===== src/rtl/lcvs_pkg.sv =====
package lcvs_pkg;

    // Field widths fixed by the item formats
    localparam int MODE_W  = 2;
    localparam int COORD_W = 4;
    localparam int BYTE_W  = 8;
    localparam int DWELL_W = 16;

    localparam logic [DWELL_W-1:0] DWELL_RESET = 16'd100;

    // Item mode codes
    localparam logic [MODE_W-1:0] MODE_TICK  = 2'd0;
    localparam logic [MODE_W-1:0] MODE_WRITE = 2'd1;
    localparam logic [MODE_W-1:0] MODE_CLEAR = 2'd2;

    // Controller to datapath
    typedef struct packed {
        logic ready;   // free to take an input transaction
        logic accept;  // input transaction taken this cycle
        logic fetch;   // read the store into the read register
        logic clear;   // drop every stored byte
        logic write;   // write the merged byte back
        logic emit;    // load the result register and step the scan
    } cmd_t;

    // Datapath to controller
    typedef struct packed {
        logic [MODE_W-1:0] mode;
        logic              in_range;
        logic              out_free;
    } stat_t;

endpackage


===== src/rtl/lcvs_if.sv =====
interface lcvs_item_if;
    logic                            valid;
    logic                            ready;
    logic [lcvs_pkg::MODE_W-1:0]     mode;
    logic [lcvs_pkg::COORD_W-1:0]    voxel_x;
    logic [lcvs_pkg::COORD_W-1:0]    voxel_y;
    logic [lcvs_pkg::COORD_W-1:0]    voxel_z;
    logic                            voxel_on;

    modport source (output valid, mode, voxel_x, voxel_y, voxel_z, voxel_on, input ready);
    modport sink   (input valid, mode, voxel_x, voxel_y, voxel_z, voxel_on, output ready);
endinterface

interface lcvs_result_if;
    logic                         valid;
    logic                         ready;
    logic [lcvs_pkg::BYTE_W-1:0]  column_enable;
    logic [lcvs_pkg::BYTE_W-1:0]  row_lines;
    logic                         layer_clock;
    logic                         layer_serial;

    modport source (output valid, column_enable, row_lines, layer_clock, layer_serial,
                    input ready);
    modport sink   (input valid, column_enable, row_lines, layer_clock, layer_serial,
                    output ready);
endinterface


===== src/rtl/led_cube_voxel_scan_driver.sv =====
// Channel   Dir  Transaction            Payload
// item      in   scan tick/write/clear  mode, voxel_x, voxel_y, voxel_z, voxel_on
// result    out  pin levels per tick    column_enable, row_lines, layer_clock, layer_serial
// cfg       in   dwell_ticks write      cfg_write, cfg_data
//
// Scan ticks and in-range writes pass through accept, store fetch, then result load or
// write-back; the registered store read behind the controller adds the fetch step.
// Clear, unused-mode and out-of-range write items end after the fetch step; a stalled result
// holds a scan tick in the result-load step until the result register empties.
// Reset is asynchronous; the store reads as zero straight after reset through per-entry
// valid bits, so there is no clearing pass.
module led_cube_voxel_scan_driver
#(
    parameter int LAYER_COUNT  = 8,
    parameter int COLUMN_COUNT = 8,
    parameter int ROW_COUNT    = 8
)
(
    input  logic                          clk,
    input  logic                          rst_n,
    lcvs_item_if.sink                     item,
    lcvs_result_if.source                 result,
    input  logic                          cfg_write,
    input  logic [lcvs_pkg::DWELL_W-1:0]  cfg_data
);

    lcvs_pkg::cmd_t  cmd;
    lcvs_pkg::stat_t stat;

    assign item.ready = cmd.ready;

    lcvs_ctrl u_ctrl
    (
        .clk        (clk),
        .rst_n      (rst_n),
        .item_valid (item.valid),
        .stat       (stat),
        .cmd        (cmd)
    );

    lcvs_datapath
    #(
        .LAYER_COUNT  (LAYER_COUNT),
        .COLUMN_COUNT (COLUMN_COUNT),
        .ROW_COUNT    (ROW_COUNT)
    )
    u_datapath
    (
        .clk           (clk),
        .rst_n         (rst_n),
        .cmd           (cmd),
        .stat          (stat),
        .cfg_write     (cfg_write),
        .cfg_data      (cfg_data),
        .mode          (item.mode),
        .voxel_x       (item.voxel_x),
        .voxel_y       (item.voxel_y),
        .voxel_z       (item.voxel_z),
        .voxel_on      (item.voxel_on),
        .out_ready     (result.ready),
        .out_valid     (result.valid),
        .column_enable (result.column_enable),
        .row_lines     (result.row_lines),
        .layer_clock   (result.layer_clock),
        .layer_serial  (result.layer_serial)
    );

endmodule


===== src/rtl/lcvs_ctrl.sv =====
module lcvs_ctrl
(
    input  logic            clk,
    input  logic            rst_n,
    input  logic            item_valid,
    input  lcvs_pkg::stat_t stat,
    output lcvs_pkg::cmd_t  cmd
);

    typedef enum logic [1:0] {
        ST_IDLE,
        ST_FETCH,
        ST_WRITE,
        ST_EMIT
    } state_t;

    state_t state_reg;
    state_t state_next;

    // Decode commands from the current state
    always_comb
    begin
        cmd        = '0;
        state_next = state_reg;
        unique case (state_reg)
            ST_IDLE:
            begin
                cmd.ready  = 1'b1;
                cmd.accept = item_valid;
                if (item_valid)
                begin
                    state_next = ST_FETCH;
                end
            end
            ST_FETCH:
            begin
                cmd.fetch = 1'b1;
                cmd.clear = (stat.mode == lcvs_pkg::MODE_CLEAR);
                if (stat.mode == lcvs_pkg::MODE_TICK)
                begin
                    state_next = ST_EMIT;
                end
                else if (stat.mode == lcvs_pkg::MODE_WRITE && stat.in_range)
                begin
                    state_next = ST_WRITE;
                end
                else
                begin
                    state_next = ST_IDLE;
                end
            end
            ST_WRITE:
            begin
                cmd.write  = 1'b1;
                state_next = ST_IDLE;
            end
            ST_EMIT:
            begin
                // hold until the result register is free
                cmd.emit = stat.out_free;
                if (stat.out_free)
                begin
                    state_next = ST_IDLE;
                end
            end
            default:
            begin
                state_next = ST_IDLE;
            end
        endcase
    end

    // Hold state
    always_ff @(posedge clk or negedge rst_n)
    begin
        if (!rst_n)
        begin
            state_reg <= ST_IDLE;
        end
        else
        begin
            state_reg <= state_next;
        end
    end

    a_one_action: assert property (@(posedge clk) disable iff (!rst_n)
        $onehot0({cmd.fetch, cmd.write, cmd.emit}))
        else $error("more than one datapath action at once");

    a_accept_then_fetch: assert property (@(posedge clk) disable iff (!rst_n)
        cmd.accept |=> cmd.fetch)
        else $error("accepted transaction not fetched");

    a_emit_stall: assert property (@(posedge clk) disable iff (!rst_n)
        (state_reg == ST_EMIT && !stat.out_free) |=> state_reg == ST_EMIT)
        else $error("result dropped while output stalled");

endmodule


===== src/rtl/lcvs_datapath.sv =====
module lcvs_datapath
#(
    parameter int LAYER_COUNT  = 8,
    parameter int COLUMN_COUNT = 8,
    parameter int ROW_COUNT    = 8
)
(
    input  logic                          clk,
    input  logic                          rst_n,
    input  lcvs_pkg::cmd_t                cmd,
    output lcvs_pkg::stat_t               stat,
    input  logic                          cfg_write,
    input  logic [lcvs_pkg::DWELL_W-1:0]  cfg_data,
    input  logic [lcvs_pkg::MODE_W-1:0]   mode,
    input  logic [lcvs_pkg::COORD_W-1:0]  voxel_x,
    input  logic [lcvs_pkg::COORD_W-1:0]  voxel_y,
    input  logic [lcvs_pkg::COORD_W-1:0]  voxel_z,
    input  logic                          voxel_on,
    input  logic                          out_ready,
    output logic                          out_valid,
    output logic [lcvs_pkg::BYTE_W-1:0]   column_enable,
    output logic [lcvs_pkg::BYTE_W-1:0]   row_lines,
    output logic                          layer_clock,
    output logic                          layer_serial
);

    localparam int DEPTH   = LAYER_COUNT * COLUMN_COUNT;
    localparam int ADDR_W  = (DEPTH > 1) ? $clog2(DEPTH) : 1;
    localparam int LAYER_W = (LAYER_COUNT > 1) ? $clog2(LAYER_COUNT) : 1;
    localparam int COL_W   = (COLUMN_COUNT > 1) ? $clog2(COLUMN_COUNT) : 1;
    localparam int BW      = lcvs_pkg::BYTE_W;
    localparam int DW      = lcvs_pkg::DWELL_W;

    localparam logic [BW-1:0]      DRIVEN_ROWS = BW'((1 << ROW_COUNT) - 1);
    localparam logic [BW-1:0]      UNDRIVEN    = ~DRIVEN_ROWS;
    localparam logic [LAYER_W-1:0] LAST_LAYER  = LAYER_W'(LAYER_COUNT - 1);
    localparam logic [COL_W-1:0]   LAST_COL    = COL_W'(COLUMN_COUNT - 1);

    typedef enum logic [1:0] {
        PH_FRAME,
        PH_LIT,
        PH_BLANK,
        PH_LAYER
    } phase_t;

    // Item and configuration registers
    logic [lcvs_pkg::MODE_W-1:0]  mode_reg;
    logic [lcvs_pkg::COORD_W-1:0] x_reg;
    logic [lcvs_pkg::COORD_W-1:0] y_reg;
    logic [lcvs_pkg::COORD_W-1:0] z_reg;
    logic                         on_reg;
    logic [DW-1:0]                dwell_reg;

    // Store
    logic [BW-1:0]     mem [DEPTH];
    logic [DEPTH-1:0]  valid_reg;
    logic [BW-1:0]     rd_data_reg;
    logic              rd_valid_reg;
    logic [ADDR_W-1:0] addr_reg;
    logic [ADDR_W-1:0] rd_addr;
    logic [BW-1:0]     stored;
    logic [BW-1:0]     bit_mask;
    logic [BW-1:0]     merged;
    logic              in_range;

    // Scan state
    phase_t            phase_reg, phase_next;
    logic [LAYER_W-1:0] layer_reg, layer_next;
    logic [COL_W-1:0]  col_reg, col_next;
    logic [DW-1:0]     cnt_reg, cnt_next;
    logic [DW:0]       dwell_eff;

    // Result register
    logic              out_valid_reg;
    logic [BW-1:0]     col_en_reg, col_en_next;
    logic [BW-1:0]     rows_reg, rows_next;
    logic              lclk_reg, lclk_next;
    logic              ldat_reg, ldat_next;

    // Latch the accepted item
    always_ff @(posedge clk)
    begin
        if (cmd.accept)
        begin
            mode_reg <= mode;
            x_reg    <= voxel_x;
            y_reg    <= voxel_y;
            z_reg    <= voxel_z;
            on_reg   <= voxel_on;
        end
    end

    // Hold the dwell register
    always_ff @(posedge clk or negedge rst_n)
    begin
        if (!rst_n)
        begin
            dwell_reg <= lcvs_pkg::DWELL_RESET;
        end
        else if (cfg_write)
        begin
            dwell_reg <= cfg_data;
        end
    end

    assign in_range = (int'(x_reg) < COLUMN_COUNT) && (int'(y_reg) < ROW_COUNT)
                   && (int'(z_reg) < LAYER_COUNT);

    assign stat.mode     = mode_reg;
    assign stat.in_range = in_range;
    assign stat.out_free = !out_valid_reg || out_ready;

    // Pick the write target or the scan position
    always_comb
    begin
        if (mode_reg == lcvs_pkg::MODE_WRITE && in_range)
        begin
            rd_addr = ADDR_W'(int'(z_reg) * COLUMN_COUNT + int'(x_reg));
        end
        else
        begin
            rd_addr = ADDR_W'(int'(layer_reg) * COLUMN_COUNT + int'(col_reg));
        end
    end

    // Read and write the store
    always_ff @(posedge clk)
    begin
        if (cmd.fetch)
        begin
            rd_data_reg  <= mem[rd_addr];
            rd_valid_reg <= valid_reg[rd_addr];
            addr_reg     <= rd_addr;
        end
        if (cmd.write)
        begin
            mem[addr_reg] <= merged;
        end
    end

    // Track written entries; drop them all on a clear
    always_ff @(posedge clk or negedge rst_n)
    begin
        if (!rst_n)
        begin
            valid_reg <= '0;
        end
        else if (cmd.clear)
        begin
            valid_reg <= '0;
        end
        else if (cmd.write)
        begin
            valid_reg[addr_reg] <= 1'b1;
        end
    end

    // Merge the voxel bit into the stored byte
    assign stored   = rd_valid_reg ? rd_data_reg : '0;
    assign bit_mask = BW'(1) << y_reg[2:0];
    assign merged   = on_reg ? (stored | bit_mask) : (stored & ~bit_mask);

    assign dwell_eff = (dwell_reg == '0) ? (DW+1)'(1) : {1'b0, dwell_reg};

    // Work out the pin levels and the next scan position
    always_comb
    begin
        phase_next  = phase_reg;
        layer_next  = layer_reg;
        col_next    = col_reg;
        cnt_next    = cnt_reg;
        col_en_next = '0;
        rows_next   = '1;
        lclk_next   = 1'b0;
        ldat_next   = 1'b0;
        unique case (phase_reg)
            PH_FRAME:
            begin
                lclk_next  = 1'b1;
                ldat_next  = 1'b1;
                layer_next = '0;
                col_next   = '0;
                cnt_next   = '0;
                phase_next = PH_LIT;
            end
            PH_LIT:
            begin
                col_en_next = (int'(col_reg) < BW) ? (BW'(1) << col_reg) : '0;
                rows_next   = ~stored | UNDRIVEN;
                if (({1'b0, cnt_reg} + (DW+1)'(1)) >= dwell_eff)
                begin
                    cnt_next   = '0;
                    phase_next = PH_BLANK;
                end
                else
                begin
                    cnt_next = cnt_reg + DW'(1);
                end
            end
            PH_BLANK:
            begin
                if (col_reg == LAST_COL)
                begin
                    col_next   = '0;
                    phase_next = PH_LAYER;
                end
                else
                begin
                    col_next   = col_reg + COL_W'(1);
                    phase_next = PH_LIT;
                end
            end
            PH_LAYER:
            begin
                lclk_next = 1'b1;
                if (layer_reg == LAST_LAYER)
                begin
                    layer_next = '0;
                    phase_next = PH_FRAME;
                end
                else
                begin
                    layer_next = layer_reg + LAYER_W'(1);
                    phase_next = PH_LIT;
                end
            end
            default:
            begin
                phase_next = PH_FRAME;
            end
        endcase
    end

    // Advance the scan and the result valid flag
    always_ff @(posedge clk or negedge rst_n)
    begin
        if (!rst_n)
        begin
            phase_reg     <= PH_FRAME;
            layer_reg     <= '0;
            col_reg       <= '0;
            cnt_reg       <= '0;
            out_valid_reg <= 1'b0;
        end
        else
        begin
            if (cmd.emit)
            begin
                phase_reg     <= phase_next;
                layer_reg     <= layer_next;
                col_reg       <= col_next;
                cnt_reg       <= cnt_next;
                out_valid_reg <= 1'b1;
            end
            else if (out_ready)
            begin
                out_valid_reg <= 1'b0;
            end
        end
    end

    // Load the result payload
    always_ff @(posedge clk)
    begin
        if (cmd.emit)
        begin
            col_en_reg <= col_en_next;
            rows_reg   <= rows_next;
            lclk_reg   <= lclk_next;
            ldat_reg   <= ldat_next;
        end
    end

    assign out_valid     = out_valid_reg;
    assign column_enable = col_en_reg;
    assign row_lines     = rows_reg;
    assign layer_clock   = lclk_reg;
    assign layer_serial  = ldat_reg;

    a_emit_valid: assert property (@(posedge clk) disable iff (!rst_n)
        cmd.emit |=> out_valid_reg)
        else $error("emitted result not presented");

    a_frame_pins: assert property (@(posedge clk) disable iff (!rst_n)
        (out_valid_reg && ldat_reg) |-> (lclk_reg && col_en_reg == '0))
        else $error("frame start tick with wrong pin levels");

    a_write_legal: assert property (@(posedge clk) disable iff (!rst_n)
        cmd.write |-> (mode_reg == lcvs_pkg::MODE_WRITE && in_range))
        else $error("store written by an illegal item");

endmodule


===== src/flat_wrapper.sv =====
// flat-port wrapper written by rule: the top's interface ports become plain ports
module led_cube_voxel_scan_driver_flat 
#(
    parameter int LAYER_COUNT  = 8,
    parameter int COLUMN_COUNT = 8,
    parameter int ROW_COUNT    = 8
)
  (clk, rst_n, cfg_write, cfg_data, item_valid, item_mode, item_voxel_x, item_voxel_y, item_voxel_z, item_voxel_on, item_ready, result_valid, result_column_enable, result_row_lines, result_layer_clock, result_layer_serial, result_ready);
  lcvs_item_if item_i ();
  lcvs_result_if result_i ();
  input  logic clk;
  input  logic rst_n;
  input  logic cfg_write;
  input  logic [lcvs_pkg::DWELL_W-1:0] cfg_data;
  input wire logic [$bits(item_i.valid)-1:0] item_valid;
  input wire logic [$bits(item_i.mode)-1:0] item_mode;
  input wire logic [$bits(item_i.voxel_x)-1:0] item_voxel_x;
  input wire logic [$bits(item_i.voxel_y)-1:0] item_voxel_y;
  input wire logic [$bits(item_i.voxel_z)-1:0] item_voxel_z;
  input wire logic [$bits(item_i.voxel_on)-1:0] item_voxel_on;
  output wire logic [$bits(item_i.ready)-1:0] item_ready;
  output wire logic [$bits(result_i.valid)-1:0] result_valid;
  output wire logic [$bits(result_i.column_enable)-1:0] result_column_enable;
  output wire logic [$bits(result_i.row_lines)-1:0] result_row_lines;
  output wire logic [$bits(result_i.layer_clock)-1:0] result_layer_clock;
  output wire logic [$bits(result_i.layer_serial)-1:0] result_layer_serial;
  input wire logic [$bits(result_i.ready)-1:0] result_ready;
  assign item_i.valid = item_valid;
  assign item_i.mode = item_mode;
  assign item_i.voxel_x = item_voxel_x;
  assign item_i.voxel_y = item_voxel_y;
  assign item_i.voxel_z = item_voxel_z;
  assign item_i.voxel_on = item_voxel_on;
  assign item_ready = item_i.ready;
  assign result_valid = result_i.valid;
  assign result_column_enable = result_i.column_enable;
  assign result_row_lines = result_i.row_lines;
  assign result_layer_clock = result_i.layer_clock;
  assign result_layer_serial = result_i.layer_serial;
  assign result_i.ready = result_ready;
  led_cube_voxel_scan_driver #(.LAYER_COUNT(LAYER_COUNT), .COLUMN_COUNT(COLUMN_COUNT), .ROW_COUNT(ROW_COUNT)) u_core (.clk(clk), .rst_n(rst_n), .item(item_i), .result(result_i), .cfg_write(cfg_write), .cfg_data(cfg_data));
endmodule

===== config.mk =====
export PLATFORM = sky130hd
export DESIGN_NAME = led_cube_voxel_scan_driver_flat
export DESIGN_NICKNAME = d
export VERILOG_FILES = /design/src/rtl/lcvs_pkg.sv /design/src/rtl/lcvs_if.sv /design/src/rtl/led_cube_voxel_scan_driver.sv /design/src/rtl/lcvs_ctrl.sv /design/src/rtl/lcvs_datapath.sv /design/src/flat_wrapper.sv
export SDC_FILE = /design/constraint.sdc
export NUM_CORES = 1
export LEC_CHECK = 0
export ABC_AREA = 1
export BUFFER_PORTS_ARGS = -buffer_cell sky130_fd_sc_hd__buf_2
export CORE_MARGIN = 5
export CORE_UTILIZATION = 45
export CTS_CLUSTER_SIZE = 30
export DETAILED_ROUTE_END_ITERATION = 8
export PLACE_DENSITY = 0.59
export SYNTH_ARGS = -nofsm -noshare
export SYNTH_HDL_FRONTEND = slang
export SYNTH_SLANG_ARGS = --single-unit

===== constraint.sdc =====
create_clock -name clk -period 4.5 [get_ports clk]
set_input_delay 1.35 -clock clk [delete_from_list [all_inputs] [get_ports clk]]
set_output_delay 1.35 -clock clk [all_outputs]
set_load 0.02 [all_outputs]

==> impl_metrics.yaml <==
power:
  powerDensity_mw_per_mm2: 553
  p_leak_nw: 14.7
  ir_worst_vdd_mv: 0.341
  p_sw_share_pct: 34.9
  seqPwrFrac_pct: 40.7
  pwr-share-clk_pct: 30.8
  p_int_mw: 12.1
  switchingPower_mw: 6.48
  pwr-share-comb_pct: 28.5
placed_design:
  gp_congestion: 0.859
  dp_hpwl_um: 44200
  io_buffers: 55
  place_ws_ns: 1.01
floorplanning:
  num_rows: 94
  die_area_mm2: 0.0720
  fp.coreArea_mm2: 0.0660
  start_util_pct: 45.5
  num_io_pins: 56
  die_h_um: 268
  die_x_um: 268
setup_path:
  worst_path_most_repeated_cell: "nand3_1"
  r2r-end: "u_core.u_datapath.rd_data_reg[6]"
  critPathLaunchType: "flop"
  worstSetupPathType: "reg -> reg"
  crit_chain: "inv_1, nor2_4, nand3_4, nand2_4, nand2_8, buf_4, nand2_1, nand3_1, nand3_1, nand3_1, nand3_1, nand3_1, nand2_1"
  cpMaxStageDelayCell: "nand2_8"
  arrival_ns: 3.94
  r2r-start: "u_core.u_datapath.mode_reg[0]"
  reg2reg_slack_ns: 0.94
  critPathLaunch: "u_core.u_datapath.mode_reg[0]"
  rr_worst_depth: 13
  cp_data_required_time_ns: 4.88
  endpoint: "u_core.u_datapath.rd_data_reg[6]"
  endpoint_kind: "flop"
  worst_path_largest_cell_delay_ns: 0.68
  crit_fanout: 126
sta:
  worst_clock_skew_ns: 0.0220
  worstMarginPinSlew_ns: 1.21
  setup_viol: 0
  relSlewSlack_pct: 19.1
  setup_slack_ns: 0.936
  fin_setup_tns_ns: 0
  fmax_ghz: 0.281
  drv_slew: 0
  fin_crit_sh_pct: 79.2
  grt_setup_unrepaired: "no"
  final_hold_viol_count: 0
  fin_crit_ns: 3.56
final_layout:
  synthToLayoutAreaGrowth_pct: 12.1
  drive_gt1_share_pct: 7.48
  nNetsFinal: 3147
  largest_reg_flops: 512
  n_antenna_cell: 0
  nFillCells: 5858
cts:
  cts_resized: 0
  clkSinkCount: 667
  clock_latency_ns: 0.62
  path_clk_slew_ns: 0.06
  htree_num_levels: 3
  ctsHoldBuffers: 0
  cts_tree: "yes"
  clk_path_buf_depth: 3
  cts_buffers: 73
  post_cts_buffers: 0
  cts_root_buffer: "clkbuf_16"
synth:
  yosysWarningCount: 0
  yosys.area.top_type: "edfxtp_1"
  synth.cell_area_mm2: 0.0300
  yosys.area.top_type_share_pct: 56.0
  ys_seq_area_share_pct: 65.0
  synth_edf_count: 560
  synth-xor-area-share_pct: 0.292
  synth.net_count: 3113
  synthSimpleGateAreaFrac_pct: 20.7
  avgSynthCellArea_um2: 9.85
  ys_types: 41
  synth.area.top_cells: "edfxtp_1 56%, nand3_1 9.9%, nand2_1 9.0%, dfrtp_1 8.7%, inv_1 7.8%"
  yosysMostFrequentCell: "nand2_1"
  synthArstFlopShare_pct: 16.0
  synthAdderAreaFrac_pct: 1.25
  synthTopCellsByCount: "720 x nand2_1, 623 x inv_1, 593 x nand3_1"
  ys.flop_type: "edfxtp_1"
  synth_top_family_by_area: "simple AND/OR/NAND/NOR gates"
  synth_compound_area_share_pct: 2.75
  synth_mux_area_share_pct: 0
  synth_seq_cells: 667
  syn_inst: 3047
routing:
  vias: 20900
  first_iter_violations: 2279
  drt_pass1_iterations: 7
  route.detailed.drc: 0
  viasPerCell: 5.23
  wirelength_um: 76500
  drt.antenna.violating_nets: 0
  wl_per_cell_um: 19.1
grt:
  track_usage_pct: 21.0
  grt_pass1_wl_um: 118000
  antenna_found_initial: 0
  grt_start_max_net_pins: 127
  grt_overflow: 0
  first_global_vias: 20200
flow_run:
  drv_cap: 0
status:
  status: "completed"
min_path:
  hold_class: "reg -> reg"
## layer usage
| metal | vias up | wire length (um) | track usage, % |
|---|---|---|---|
| met5 | - | 0 | 0 |
| met2 | 725 | 35800 | 34.1 |
| met3 | 139 | 5230 | 3.64 |
| li1 | 9983 | - | - |
| met1 | 10100 | 33200 | 29.1 |
| met4 | 0 | 2280 | 6.76 |
## cells by family (layout without fill, tap and decap cells)
logic type	after synthesis	count (layout)
compound gates	134	134
simple gates	1432	1432
buf+inv	774	867
flops	667	667
xor+xnor	10	10
fa+ha+maj	30	30
## placed cells by master (no fill, tap or decap), types with 3 or more instances in the layout
| master | synthesis | final |
|---|---|---|
| nand2_1 | 720 | 720 |
| inv_1 | 623 | 623 |
| nand3_1 | 593 | 593 |
| edfxtp_1 | 560 | 560 |
| dfrtp_1 | 104 | 104 |
| nor2_1 | 97 | 96 |
| clkbuf_16 | 0 | 74 |
| o22ai_1 | 70 | 70 |
| buf_2 | 72 | 54 |
| buf_4 | 1 | 40 |
| o21ai_0 | 39 | 31 |
| ha_1 | 30 | 30 |
| clkbuf_1 | 66 | 25 |
| o21ai_4 | 3 | 12 |
| clkinv_2 | 0 | 12 |
| clkinv_1 | 4 | 11 |
| buf_12 | 0 | 11 |
| nand4_1 | 9 | 9 |
| xor2_1 | 8 | 8 |
| a21oi_1 | 8 | 8 |
| clkbuf_8 | 0 | 6 |
| nor2_4 | 2 | 3 |
| clkinv_8 | 0 | 3 |
| inv_6 | 0 | 3 |
| bufinv_16 | 0 | 3 |
| dfstp_2 | 3 | 3 |
## power by group through the flow
stage | registers, mW | logic (mW) | clock network, mW
floorplan | 7.75 | 3.21 | 0
global placement | 7.68 | 5.18 | 0
detailed placement | 7.69 | 5.26 | 0
CTS | 7.56 | 5.28 | 5.85
global route | 7.58 | 5.77 | 6.08
finish | 7.56 | 5.30 | 5.73
## how the worst min path moves through the flow
| stage | endpoint | from | slack (ns) | depth (start not counted) |
|---|---|---|---|---|
| 6_report | u_core.u_datapath.cnt_reg[6] | u_core.u_datapath.cnt_reg[6] | 0.52 | 2 |
| 5_1_grt | u_core.u_datapath.cnt_reg[1] | u_core.u_datapath.cnt_reg[1] | 0.54 | 2 |
| 4_1_cts | u_core.u_datapath.cnt_reg[6] | u_core.u_datapath.cnt_reg[6] | 0.52 | 2 |
| 3_5_place_dp | u_core.u_datapath.cnt_reg[6] | u_core.u_datapath.cnt_reg[6] | 0.50 | 2 |
| 3_3_place_gp | u_core.u_datapath.cnt_reg[6] | u_core.u_datapath.cnt_reg[6] | 0.51 | 2 |
| 2_1_floorplan | u_core.u_datapath.cnt_reg[6] | u_core.u_datapath.cnt_reg[6] | 0.47 | 2 |
## cell type report
class	count	area, um2	share of cell area, %
clock inverters	29	259	0.770
inverters	628	2360	7.00
flip-flops and latches	667	19500	57.9
repair buffers	105	791	2.35
multi-input cells	1606	7640	22.7
well taps	864	1080	3.21
clock buffers	105	2030	6.03
## worst max-delay path, delay by kind of cell, from the launching register on
family | cells | cell delay, ns
simple gates | 11 | 2.21
buf+inv | 2 | 0.64
flops | 1 | 0.41
## per-stage QoR
stage / instances / instance area, um2 / hold slack (ns) / power [mW] / util [%]
after floorplan: 3047 / 30000 / 0.471 / 11.0 / -
after global placement: 3870 / 31400 / 0.511 / 12.9 / 47.5
after detailed placement: 3870 / 31400 / 0.505 / 13.0 / 47.5
after CTS: 4004 / 33700 / 0.520 / 18.7 / 51.0
after global routing: 4004 / 33700 / 0.538 / 19.4 / 51.0
final: 4004 / 33700 / 0.520 / 18.6 / 51.0
Power figures use the tool's default switching activity.
